**config.mk**
```make
export PLATFORM = sky130hd
export DESIGN_NAME = duplicate_frame_filter
export DESIGN_NICKNAME = d
export VERILOG_FILES = /design/src/rtl/core/dup_pkg.sv /design/src/rtl/core/dup_ram.sv /design/src/rtl/core/duplicate_frame_filter.sv
export VERILOG_INCLUDE_DIRS = /design/src /design/src/rtl/core
export SDC_FILE = /design/constraint.sdc
export NUM_CORES = 2
export LEC_CHECK = 0
export BUFFER_PORTS_ARGS = -buffer_cell sky130_fd_sc_hd__buf_4
export CORE_UTILIZATION = 60
export DETAILED_ROUTE_END_ITERATION = 12
export GPL_ROUTABILITY_DRIVEN = 0
export PLACE_DENSITY = 0.77
export SYNTH_ARGS = -nofsm -noshare
export SYNTH_HDL_FRONTEND = slang
export SYNTH_SLANG_ARGS = --single-unit
```
**constraint.sdc**
```tcl
create_clock -name aclk -period 10.2 [get_ports aclk]
set_input_delay 0.51 -clock aclk [delete_from_list [all_inputs] [get_ports aclk]]
set_output_delay 0.51 -clock aclk [all_outputs]
set_load 0.1 [all_outputs]
```
**src/rtl/core/assert_macros.svh**
```systemverilog
// ----------------------------------------------------------------------------
// Assertion macros
// Clocked property checks for duplicate_frame_filter under rtl/core.
// ----------------------------------------------------------------------------
`ifndef ASSERT_MACROS_SVH
`define ASSERT_MACROS_SVH

// clocking and reset qualifier, expects aclk and aresetn in scope
`define DUP_PROP(p) @(posedge aclk) disable iff (!aresetn) (p)

// plain check
`define DUP_ASSERT(lbl, p, msg) \
    lbl: assert property (`DUP_PROP(p)) else $error(msg);

// antecedent / consequent check, same cycle
`define DUP_ASSERT_IMP(lbl, a, c, msg) \
    lbl: assert property (`DUP_PROP((a) |-> (c))) else $error(msg);

`endif

```
**src/rtl/core/dup_pkg.sv**
```systemverilog
// ----------------------------------------------------------------------------
// dup_pkg
// Types and constants of the duplicate frame filter.
// ----------------------------------------------------------------------------
package dup_pkg;

    localparam int ADDR_W  = 64;
    localparam int CTR_W   = 8;
    localparam int ENTRY_W = ADDR_W + CTR_W;
    localparam int S_DATA_W = 72;
    localparam int M_DATA_W = 8;

    typedef struct packed {
        logic [CTR_W-1:0]  ctr;
        logic [ADDR_W-1:0] addr;
    } entry_t;

    typedef struct packed {
        logic table_full;
        logic new_sender;
        logic is_retry;
    } result_t;

    typedef enum logic [3:0] {
        ST_IDLE   = 4'b0001,
        ST_SEARCH = 4'b0010,
        ST_HIT    = 4'b0100,
        ST_MISS   = 4'b1000
    } state_t;

endpackage

```
**src/rtl/core/dup_ram.sv**
```systemverilog
// ----------------------------------------------------------------------------
// dup_ram
// Simple dual-port RAM, one write and one read port, registered read.
// ----------------------------------------------------------------------------
module dup_ram #(
    parameter int WIDTH = 72,
    parameter int DEPTH = 16
) (
    input  logic                                      aclk,
    input  logic                                      we,
    input  logic [((DEPTH > 1) ? $clog2(DEPTH) : 1)-1:0] waddr,
    input  logic [WIDTH-1:0]                          wdata,
    input  logic [((DEPTH > 1) ? $clog2(DEPTH) : 1)-1:0] raddr,
    output logic [WIDTH-1:0]                          rdata
);

    logic [WIDTH-1:0] mem_reg [DEPTH];

    always_ff @(posedge aclk) begin
        if (we) begin
            mem_reg[waddr] <= wdata;
        end
        rdata <= mem_reg[raddr];
    end

endmodule

```
**src/rtl/core/duplicate_frame_filter.sv**
```systemverilog
// Search: a hit on entry i ends the search with entry i; a miss compares all n
// stored senders first, and an empty table goes straight to the miss step.
// Throughput: one item at a time, set by the linear search through the sender
// RAM at one entry per cycle; m_tready stalls in the result step hold it longer.
// Reset: synchronous, active low; clears the sender count and control state.
// RAM contents are not cleared; only entries below the count are compared.
// ----------------------------------------------------------------------------
// duplicate_frame_filter
// Retry detection on received frames by sender address and frame counter.
// ----------------------------------------------------------------------------
`include "assert_macros.svh"

module duplicate_frame_filter
    import dup_pkg::*;
#(
    parameter int ENTRIES = 16
) (
    input  logic                aclk,
    input  logic                aresetn,
    input  logic                s_tvalid,
    output logic                s_tready,
    input  logic [S_DATA_W-1:0] s_tdata,   // [63:0] source_address, [71:64] frame_counter
    output logic                m_tvalid,
    input  logic                m_tready,
    output logic [M_DATA_W-1:0] m_tdata    // [0] is_retry, [1] new_sender, [2] table_full
);

    localparam int IDX_W = (ENTRIES > 1) ? $clog2(ENTRIES) : 1;
    localparam int CNT_W = $clog2(ENTRIES + 1);

    state_t             state_reg, state_next;
    logic [IDX_W-1:0]   idx_reg, idx_next;
    logic [CNT_W-1:0]   count_reg, count_next;
    logic [ADDR_W-1:0]  addr_reg, addr_next;
    logic [CTR_W-1:0]   ctr_reg, ctr_next;
    logic               ctr_eq_reg, ctr_eq_next;
    logic               m_valid_reg, m_valid_next;
    result_t            res_reg, res_next;

    logic               s_beat;
    logic               out_free;
    logic               hit;
    logic               last;
    logic               full;
    logic               ram_we;
    logic [IDX_W-1:0]   ram_waddr;
    logic [IDX_W-1:0]   ram_raddr;
    entry_t             ram_wdata;
    entry_t             ram_rdata;
    logic [ENTRY_W-1:0] ram_rdata_raw;

    dup_ram #(
        .WIDTH (ENTRY_W),
        .DEPTH (ENTRIES)
    ) u_ram (
        .aclk  (aclk),
        .we    (ram_we),
        .waddr (ram_waddr),
        .wdata (ram_wdata),
        .raddr (ram_raddr),
        .rdata (ram_rdata_raw)
    );

    assign ram_rdata = entry_t'(ram_rdata_raw);

    assign s_tready = (state_reg == ST_IDLE);
    assign s_beat   = s_tvalid && s_tready;
    assign out_free = !m_valid_reg || m_tready;
    assign m_tvalid = m_valid_reg;
    assign m_tdata  = {(M_DATA_W - 3)'(0), res_reg};

    assign hit  = (ram_rdata.addr == addr_reg);
    assign last = ((CNT_W'(idx_reg) + CNT_W'(1)) == count_reg);
    assign full = (count_reg == CNT_W'(ENTRIES));

    // entry i is read while idx_reg moves to i, data arrives with idx_reg == i
    always_comb begin
        ram_raddr = '0;
        if (state_reg == ST_SEARCH) begin
            ram_raddr = idx_reg + IDX_W'(1);
        end
    end

    always_comb begin
        state_next   = state_reg;
        idx_next     = idx_reg;
        count_next   = count_reg;
        addr_next    = addr_reg;
        ctr_next     = ctr_reg;
        ctr_eq_next  = ctr_eq_reg;
        m_valid_next = m_valid_reg && !m_tready;
        res_next     = res_reg;
        ram_we       = 1'b0;
        ram_waddr    = idx_reg;
        ram_wdata    = '{ctr: ctr_reg, addr: addr_reg};

        unique case (state_reg)
            ST_IDLE: begin
                if (s_beat) begin
                    addr_next = s_tdata[ADDR_W-1:0];
                    ctr_next  = s_tdata[ADDR_W +: CTR_W];
                    idx_next  = '0;
                    if (count_reg == '0) begin
                        state_next = ST_MISS;
                    end else begin
                        state_next = ST_SEARCH;
                    end
                end
            end
            ST_SEARCH: begin
                if (hit) begin
                    ctr_eq_next = (ram_rdata.ctr == ctr_reg);
                    state_next  = ST_HIT;
                end else if (last) begin
                    state_next = ST_MISS;
                end else begin
                    idx_next = idx_reg + IDX_W'(1);
                end
            end
            ST_HIT: begin
                if (out_free) begin
                    ram_we       = !ctr_eq_reg;
                    m_valid_next = 1'b1;
                    res_next     = '{table_full: 1'b0, new_sender: 1'b0,
                                     is_retry: ctr_eq_reg};
                    state_next   = ST_IDLE;
                end
            end
            ST_MISS: begin
                if (out_free) begin
                    ram_we       = !full;
                    ram_waddr    = count_reg[IDX_W-1:0];
                    m_valid_next = 1'b1;
                    res_next     = '{table_full: full, new_sender: 1'b1,
                                     is_retry: 1'b0};
                    if (!full) begin
                        count_next = count_reg + CNT_W'(1);
                    end
                    state_next = ST_IDLE;
                end
            end
            default: begin
                state_next = ST_IDLE;
            end
        endcase
    end

    always_ff @(posedge aclk) begin
        if (!aresetn) begin
            state_reg   <= ST_IDLE;
            count_reg   <= '0;
            m_valid_reg <= 1'b0;
        end else begin
            state_reg   <= state_next;
            count_reg   <= count_next;
            m_valid_reg <= m_valid_next;
        end
    end

    always_ff @(posedge aclk) begin
        idx_reg    <= idx_next;
        addr_reg   <= addr_next;
        ctr_reg    <= ctr_next;
        ctr_eq_reg <= ctr_eq_next;
        res_reg    <= res_next;
    end

    `DUP_ASSERT(a_count_bound, count_reg <= CNT_W'(ENTRIES), "sender count above capacity")
    `DUP_ASSERT_IMP(a_we_ctx, ram_we, (state_reg == ST_HIT || state_reg == ST_MISS) && out_free, "RAM write outside result step")
    `DUP_ASSERT_IMP(a_res_flags, m_valid_reg, !(res_reg.is_retry && res_reg.new_sender) && (!res_reg.table_full || res_reg.new_sender), "inconsistent result flags")
    `DUP_ASSERT_IMP(a_count_step, count_reg != $past(count_reg), m_valid_reg && res_reg.new_sender && !res_reg.table_full, "count moved without stored sender")

endmodule

```
# Yosys cells after proc, flatten, opt, wreduce, memory -nomap -nowiden
# Memories as Yosys holds them, arrays and structs flattened. A register that Yosys moved wholly into a read port is not among the register bits.
# Cells that the tools add are included.
[word_totals]
regBits = 90
latch_bits = 0
mem_bits_rw = 1152
mem_bits_ro = 0
input_bits = 76
mem_count = 1
[mem_list]
columns = ["name", "words", "word_bits", "read_ports", "rd_ports_with_merged_regs", "wr", "line_no", "rtl"]
rows = [
  ["u_ram.mem_reg", 16, 72, 1, 1, 1, "dup_ram.sv:17", "logic [WIDTH-1:0] mem_reg [DEPTH];"],
]
[classes]
addsub = 3
multipliers = 0
div_mod_pow = 0
magnitude_cmp = 0
eq_ne = 15
shift = 0
mux = 23
bitwise = 1
n_reduce_logical = 17
[ops]
columns = ["operator", "n"]
rows = [
  ["$eq A64 B64 Y1", 1],
  ["$mux W4", 11],
  ["$pmux W4 S3", 1],
  ["$reduce_and A3 Y1", 3],
  ["$eq A8 B8 Y1", 1],
  ["$ne A2 B2 Y1 const B", 4],
  ["$pmux W4 S2", 1],
  ["$mux W1", 6],
  ["$mux W3", 2],
  ["$pmux W3 S2", 1],
  ["$add A4 B1 Y5 const B", 1],
  ["$add A5 B1 Y5 const B", 1],
  ["$eq A5 B5 Y1", 1],
  ["$eq A5 B5 Y1 const B", 1],
  ["$logic_not A5 Y1", 1],
  ["$add A4 B1 Y4 const B", 1],
  ["$eq A4 B1 Y1 const B", 1],
  ["$eq A4 B2 Y1 const B", 1],
  ["$eq A4 B3 Y1 const B", 1],
  ["$eq A4 B4 Y1 const B", 1],
  ["$logic_not A1 Y1", 4],
  ["$ne A2 B1 Y1 const B", 2],
  ["$reduce_and A2 Y1", 2],
  ["$reduce_and A4 Y1", 1],
  ["7 further kinds", 9],
]

# Depth between registers and ports, before layout
[logic_depth]
word_depth = 6
depth_mapped = 9
ltp_nobuf = 7

# Cells and area by module
# A second synthesis with hierarchy kept.
[hier_totals]
cells_unflattened = 2129
hier_area_um2 = 48522.8
[modules_own_cells]
columns = ["module", "instances", "cells_each", "area_per_inst_um2", "seq_area_each_um2"]
rows = [
  ["dup_ram", 1, 1850, 44550.2, 36034.6],
  ["duplicate_frame_filter", 1, 279, 3972.6, 2602.5],
]

# Worst setup path before layout
# No wires, ideal clock.
[synth_path]
kind = "register to register"
startpoint = "register state_reg[3]"
endpoint = "register addr_reg[0] (enable)"
setup_time_ns = 0.437
t_arrival_ns = 5.989
required_ns = 9.763
path_slack_ns = 3.774
path_stages_with_launch = 4
path_buffers = 1
synth_period_minus_slack_ns = 6.426
cell_sequence = "dfxtp_1 > clkbuf_1 > nor4b_1 > and2_1"
[synth_via]
elab_chain_cells = 3
[synth_rtl]
columns = ["item", "line_no", "rtl"]
rows = [
  ["start, declared", "duplicate_frame_filter.sv:31", "state_t state_reg, state_next;"],
  ["start signal, assigned", "duplicate_frame_filter.sv:154", "state_reg <= state_next;"],
  ["$eq A4 B1 Y1 (*)", "duplicate_frame_filter.sv:66", "assign s_tready = (state_reg == ST_IDLE);"],
  ["via s_tready", "duplicate_frame_filter.sv:21", "output logic s_tready,"],
  ["$logic_and A1 B1 Y1", "duplicate_frame_filter.sv:67", "assign s_beat = s_tvalid && s_tready;"],
  ["$reduce_and A2 Y1 (no line) (*)", "n/a", ""],
  ["end signal, assigned", "duplicate_frame_filter.sv:162", "addr_reg <= addr_next;"],
  ["end, declared", "duplicate_frame_filter.sv:34", "logic [ADDR_W-1:0] addr_reg, addr_next;"],
]
# The timed path passes the listed nets; every way through them passes the cells marked *.
# A chain may end at the register's enable or synchronous reset.

# Worst setup path after layout
[layout_path]
startpoint = "register count_reg[0]"
endpoint = "memory u_ram.mem_reg[7][65] (enable)"
[layout_via]
elab_chain_cells = 6
word_cells_on_any_way = 8
classes_between = "1 x eq/ne; 6 x mux; 1 x reduce/logical"
[layout_rtl]
columns = ["item", "line_no", "rtl"]
rows = [
  ["start, declared", "duplicate_frame_filter.sv:33", "logic [CNT_W-1:0] count_reg, count_next;"],
  ["start signal, assigned", "duplicate_frame_filter.sv:155", "count_reg <= count_next;"],
  ["$eq A5 B5 Y1", "duplicate_frame_filter.sv:74", "assign full = (count_reg == CNT_W'(ENTRIES));"],
  ["$logic_not A1 Y1", "n/a", ""],
  ["$mux W1", "duplicate_frame_filter.sv:130", "if (out_free) begin"],
  ["$pmux W1 S2", "duplicate_frame_filter.sv:97", "unique case (state_reg)"],
  ["$mux W1", "dup_ram.sv:20", "if (we) begin"],
  ["$mux W1 (implied by the code)", "dup_ram.sv:21", "mem_reg[waddr] <= wdata;"],
  ["end, declared", "dup_ram.sv:17", ""],
]
# Parallel ways exist; a longest one is shown, timed or not.

==> out/qor.txt <==
Status = finished, final reports clean
Area delta synth->final = 12.7%
Total CTS buffers = 130
Post-layout min period = 4.61 ns
Final Slew Violations = 0
Gate count of the mapped netlist = 3,186
Post-Route WL = 123 mm
RR Startpoint = count_reg[0]
Worst reg2reg path depth = 8
Critical path's top delay family = simple AND/OR/NAND/NOR gates
Initial antenna violation count = 2
DPL Wire Length = 63.5 mm
Post-CTS setup buffer count = 0
Post-route ant nets = 0
CTS tree = yes
Rel. slew slack = 7.98%
Die X = 295 um
Setup TNS = 0 ns
Cts hold-fix bufs = 68
Crit path buf inv count = 2
Worst setup slack after layout = 5.59 ns
CP Capture Type = register
Max FFs per register = 1,152
CP arrival = 4.95 ns
CP max FO = 42
Peak VDD IR = 202 uV
Share of layout cells above drive strength 1 = 18.9%
Number of synthesized register bits = 1,314
HP Class = in2reg
Mean Syn Cell Area = 16.1 sq um
Post-synthesis sequential area ratio = 75.1%
First-pass GRT wire length = 183 mm
WS Path Type = reg2reg
R2r endpoint = u_ram.mem_reg[7][65]
CP Cell Sequence = inv_1, ha_1, nor4bb_1, and2_1, nor4_1, nand2_1, nor2_4, buf_4
Number of flops mapped to enable cells by yosys = 1,232
Critical-path top delay cell = nor2_4
Residual DRC count = 0
Core ar. = 84,200 sq um
Clock slew at reported path FFs = 0.06 ns
Tightest Pin Transition = 1.38 ns
Distinct cells, synth = 49
Hold path cells = 1
CTS Root Cell = clkbuf_16
Drt pass-1 iters = 5
Startpoint types = register
Site Rows = 106
Final Cycle Share = 45.2%
P_leak = 0.0182 uW
YS warnings = 0
Util after Layout = 68.8%
Fmax = 0.217 GHz
Fraction of registers with async set/reset = 0%
Hold Fails Final Rpt = 0
Vias in the first global route = 29,900
Max cap viols = 0
Layout Nets = 3,392
Initial Util = 61.1%
Clk buf depth = 3
Die H = 295 um
Skew-Pair Late Insertion Delay = 0.74 ns
Largest net degree at the start of global routing = 192
# resized after CTS = 0
Post-Syn Area = 51,400 sq um
Min-Delay Endpoint = addr_reg[41]
Tot Pwr = 14,600 uW
Hold wc startpoint = s_tdata[41]
Setup violators final = 0
Unrepaired setup endpoints after global routing = false
Layout Skew = 0.0253 ns
PD cells = 252 nW/um^2
IO Count = 86
Full die area = 86,900 sq um
PortBufs = 80
Pre-CTS setup slack = 5.56 ns
Primary FF master, synth = edfxtp_1
Gr usage total = 28.5%
Worst Path Required = 10.54 ns
Initial DRC count = 3,849
Grt ovf = 0
Avg WL per Cell = 27.0 um
H-tree levels = 4
CP max stage delay = 1.15 ns
DR vias = 29,700
Worst R2R Setup Slack = 5.59 ns
Clock sinks = 1,314
Vias per cell = 6.52
==> metal layers <==
layer	routed length (um)	global-route usage, %
met1	48600	39.1
met2	59100	46.0
met3	11100	4.71
met4	4230	11.2
met5	0	0
==> cell usage in the layout, fill, tap and decap left out, drive strengths merged, types with 82 or more instances in the layout <==
cell type and n:
nor2 101, buf 141, mux2i 145, o21ai 151
nand2 221, dfxtp 82, edfxtp 1232, mux2 286
clkbuf 180, a21oi 359
==> logic make-up (layout without fill, tap and decap cells) <==
| group | after synthesis | in the layout | synth area share (%) |
|---|---|---|---|
| other cells | 1 | 6 | 0.00729 |
| mux | 432 | 432 | 9.13 |
| compound gates | 739 | 739 | 9.01 |
| flops | 1314 | 1314 | 75.1 |
| xor+xnor | 81 | 81 | 1.38 |
| buf+inv | 226 | 453 | 2.00 |
| simple gates | 390 | 390 | 3.27 |
| fa+ha+maj | 3 | 3 | 0.0730 |
==> synth_stat cells, types with 2 or more instances <==
cell	instances	area share, %
buf_2	19	0.18
or3_1	2	0.024
o21ai_0	91	0.89
inv_1	8	0.058
a221oi_1	73	1.2
o221ai_1	71	1.2
a31oi_1	4	0.049
nand4_1	19	0.23
nor2_1	100	0.73
clkbuf_1	141	1.0
and3b_1	2	0.034
nor3_1	7	0.068
and2_1	6	0.073
a32o_1	71	1.4
mux2_2	286	6.3
a21boi_0	2	0.029
xnor2_1	80	1.4
edfxtp_1	1232	72
nor2b_1	6	0.073
buf_4	13	0.19
a21oi_1	359	3.5
o21ai_1	60	0.58
nand3_1	7	0.068
nand2b_1	3	0.037
dfxtp_1	82	3.2
mux2i_1	145	2.8
ha_1	3	0.073
nor4b_2	2	0.058
nor4_1	6	0.073
nor4b_1	2	0.034
buf_6	14	0.31
nand2_1	221	1.6
buf_1	31	0.23
nor3b_1	3	0.044
==> power breakdown <==
part	total [uW]	internal (uW)	switching (uW)
clock	4650	2660	1980
combinational	3210	1170	2040
sequential	6750	6390	358
total	14600	10200	4380
==> stage by stage <==
step / hold WS [ns] / instances / area (sq um)
finish: 0.0365 / 4552 / 58000
global route: 0.0126 / 4551 / 58000
CTS: 0.00170 / 4550 / 58000
detailed placement: 0.557 / 4246 / 53100
global placement: 0.523 / 4245 / 53100
floorplan: 0.492 / 3190 / 51400
==> worst max path at each step <==
stage | start | endpoint | slack [ns] | cells after the start
6_report | count_reg[0] | u_ram.mem_reg[7][65] | 5.59 | 8
4_1_cts | count_reg[0] | u_ram.mem_reg[4][65] | 5.54 | 8
3_5_place_dp | count_reg[0] | u_ram.mem_reg[4][66] | 5.56 | 8
3_3_place_gp | count_reg[0] | u_ram.mem_reg[11][67] | 5.62 | 8
2_1_floorplan | state_reg[3] | addr_reg[0] | 3.77 | 3
5_1_grt | count_reg[0] | u_ram.mem_reg[15][61] | 5.41 | 8
==> layout make-up <==
cell class | count | area, sq um
clock inverter | 56 | 510
sequential | 1314 | 38600
tap | 1134 | 1420
inverter | 8 | 30.0
multi-input combinational | 1650 | 12000
clock buffer | 180 | 3640
fill | 5276 | 26200
timing repair buffer | 209 | 1780
antenna | 1 | 2.50
==> worst register-to-register path, delay by kind of cell (launching register included) <==
kind	cells	cell delay (ns)
simple gates	5	2.56
buf+inv	2	0.99
flops	1	0.45
fa+ha+maj	1	0.22
No activity file was read; power rests on OpenSTA's default activity.
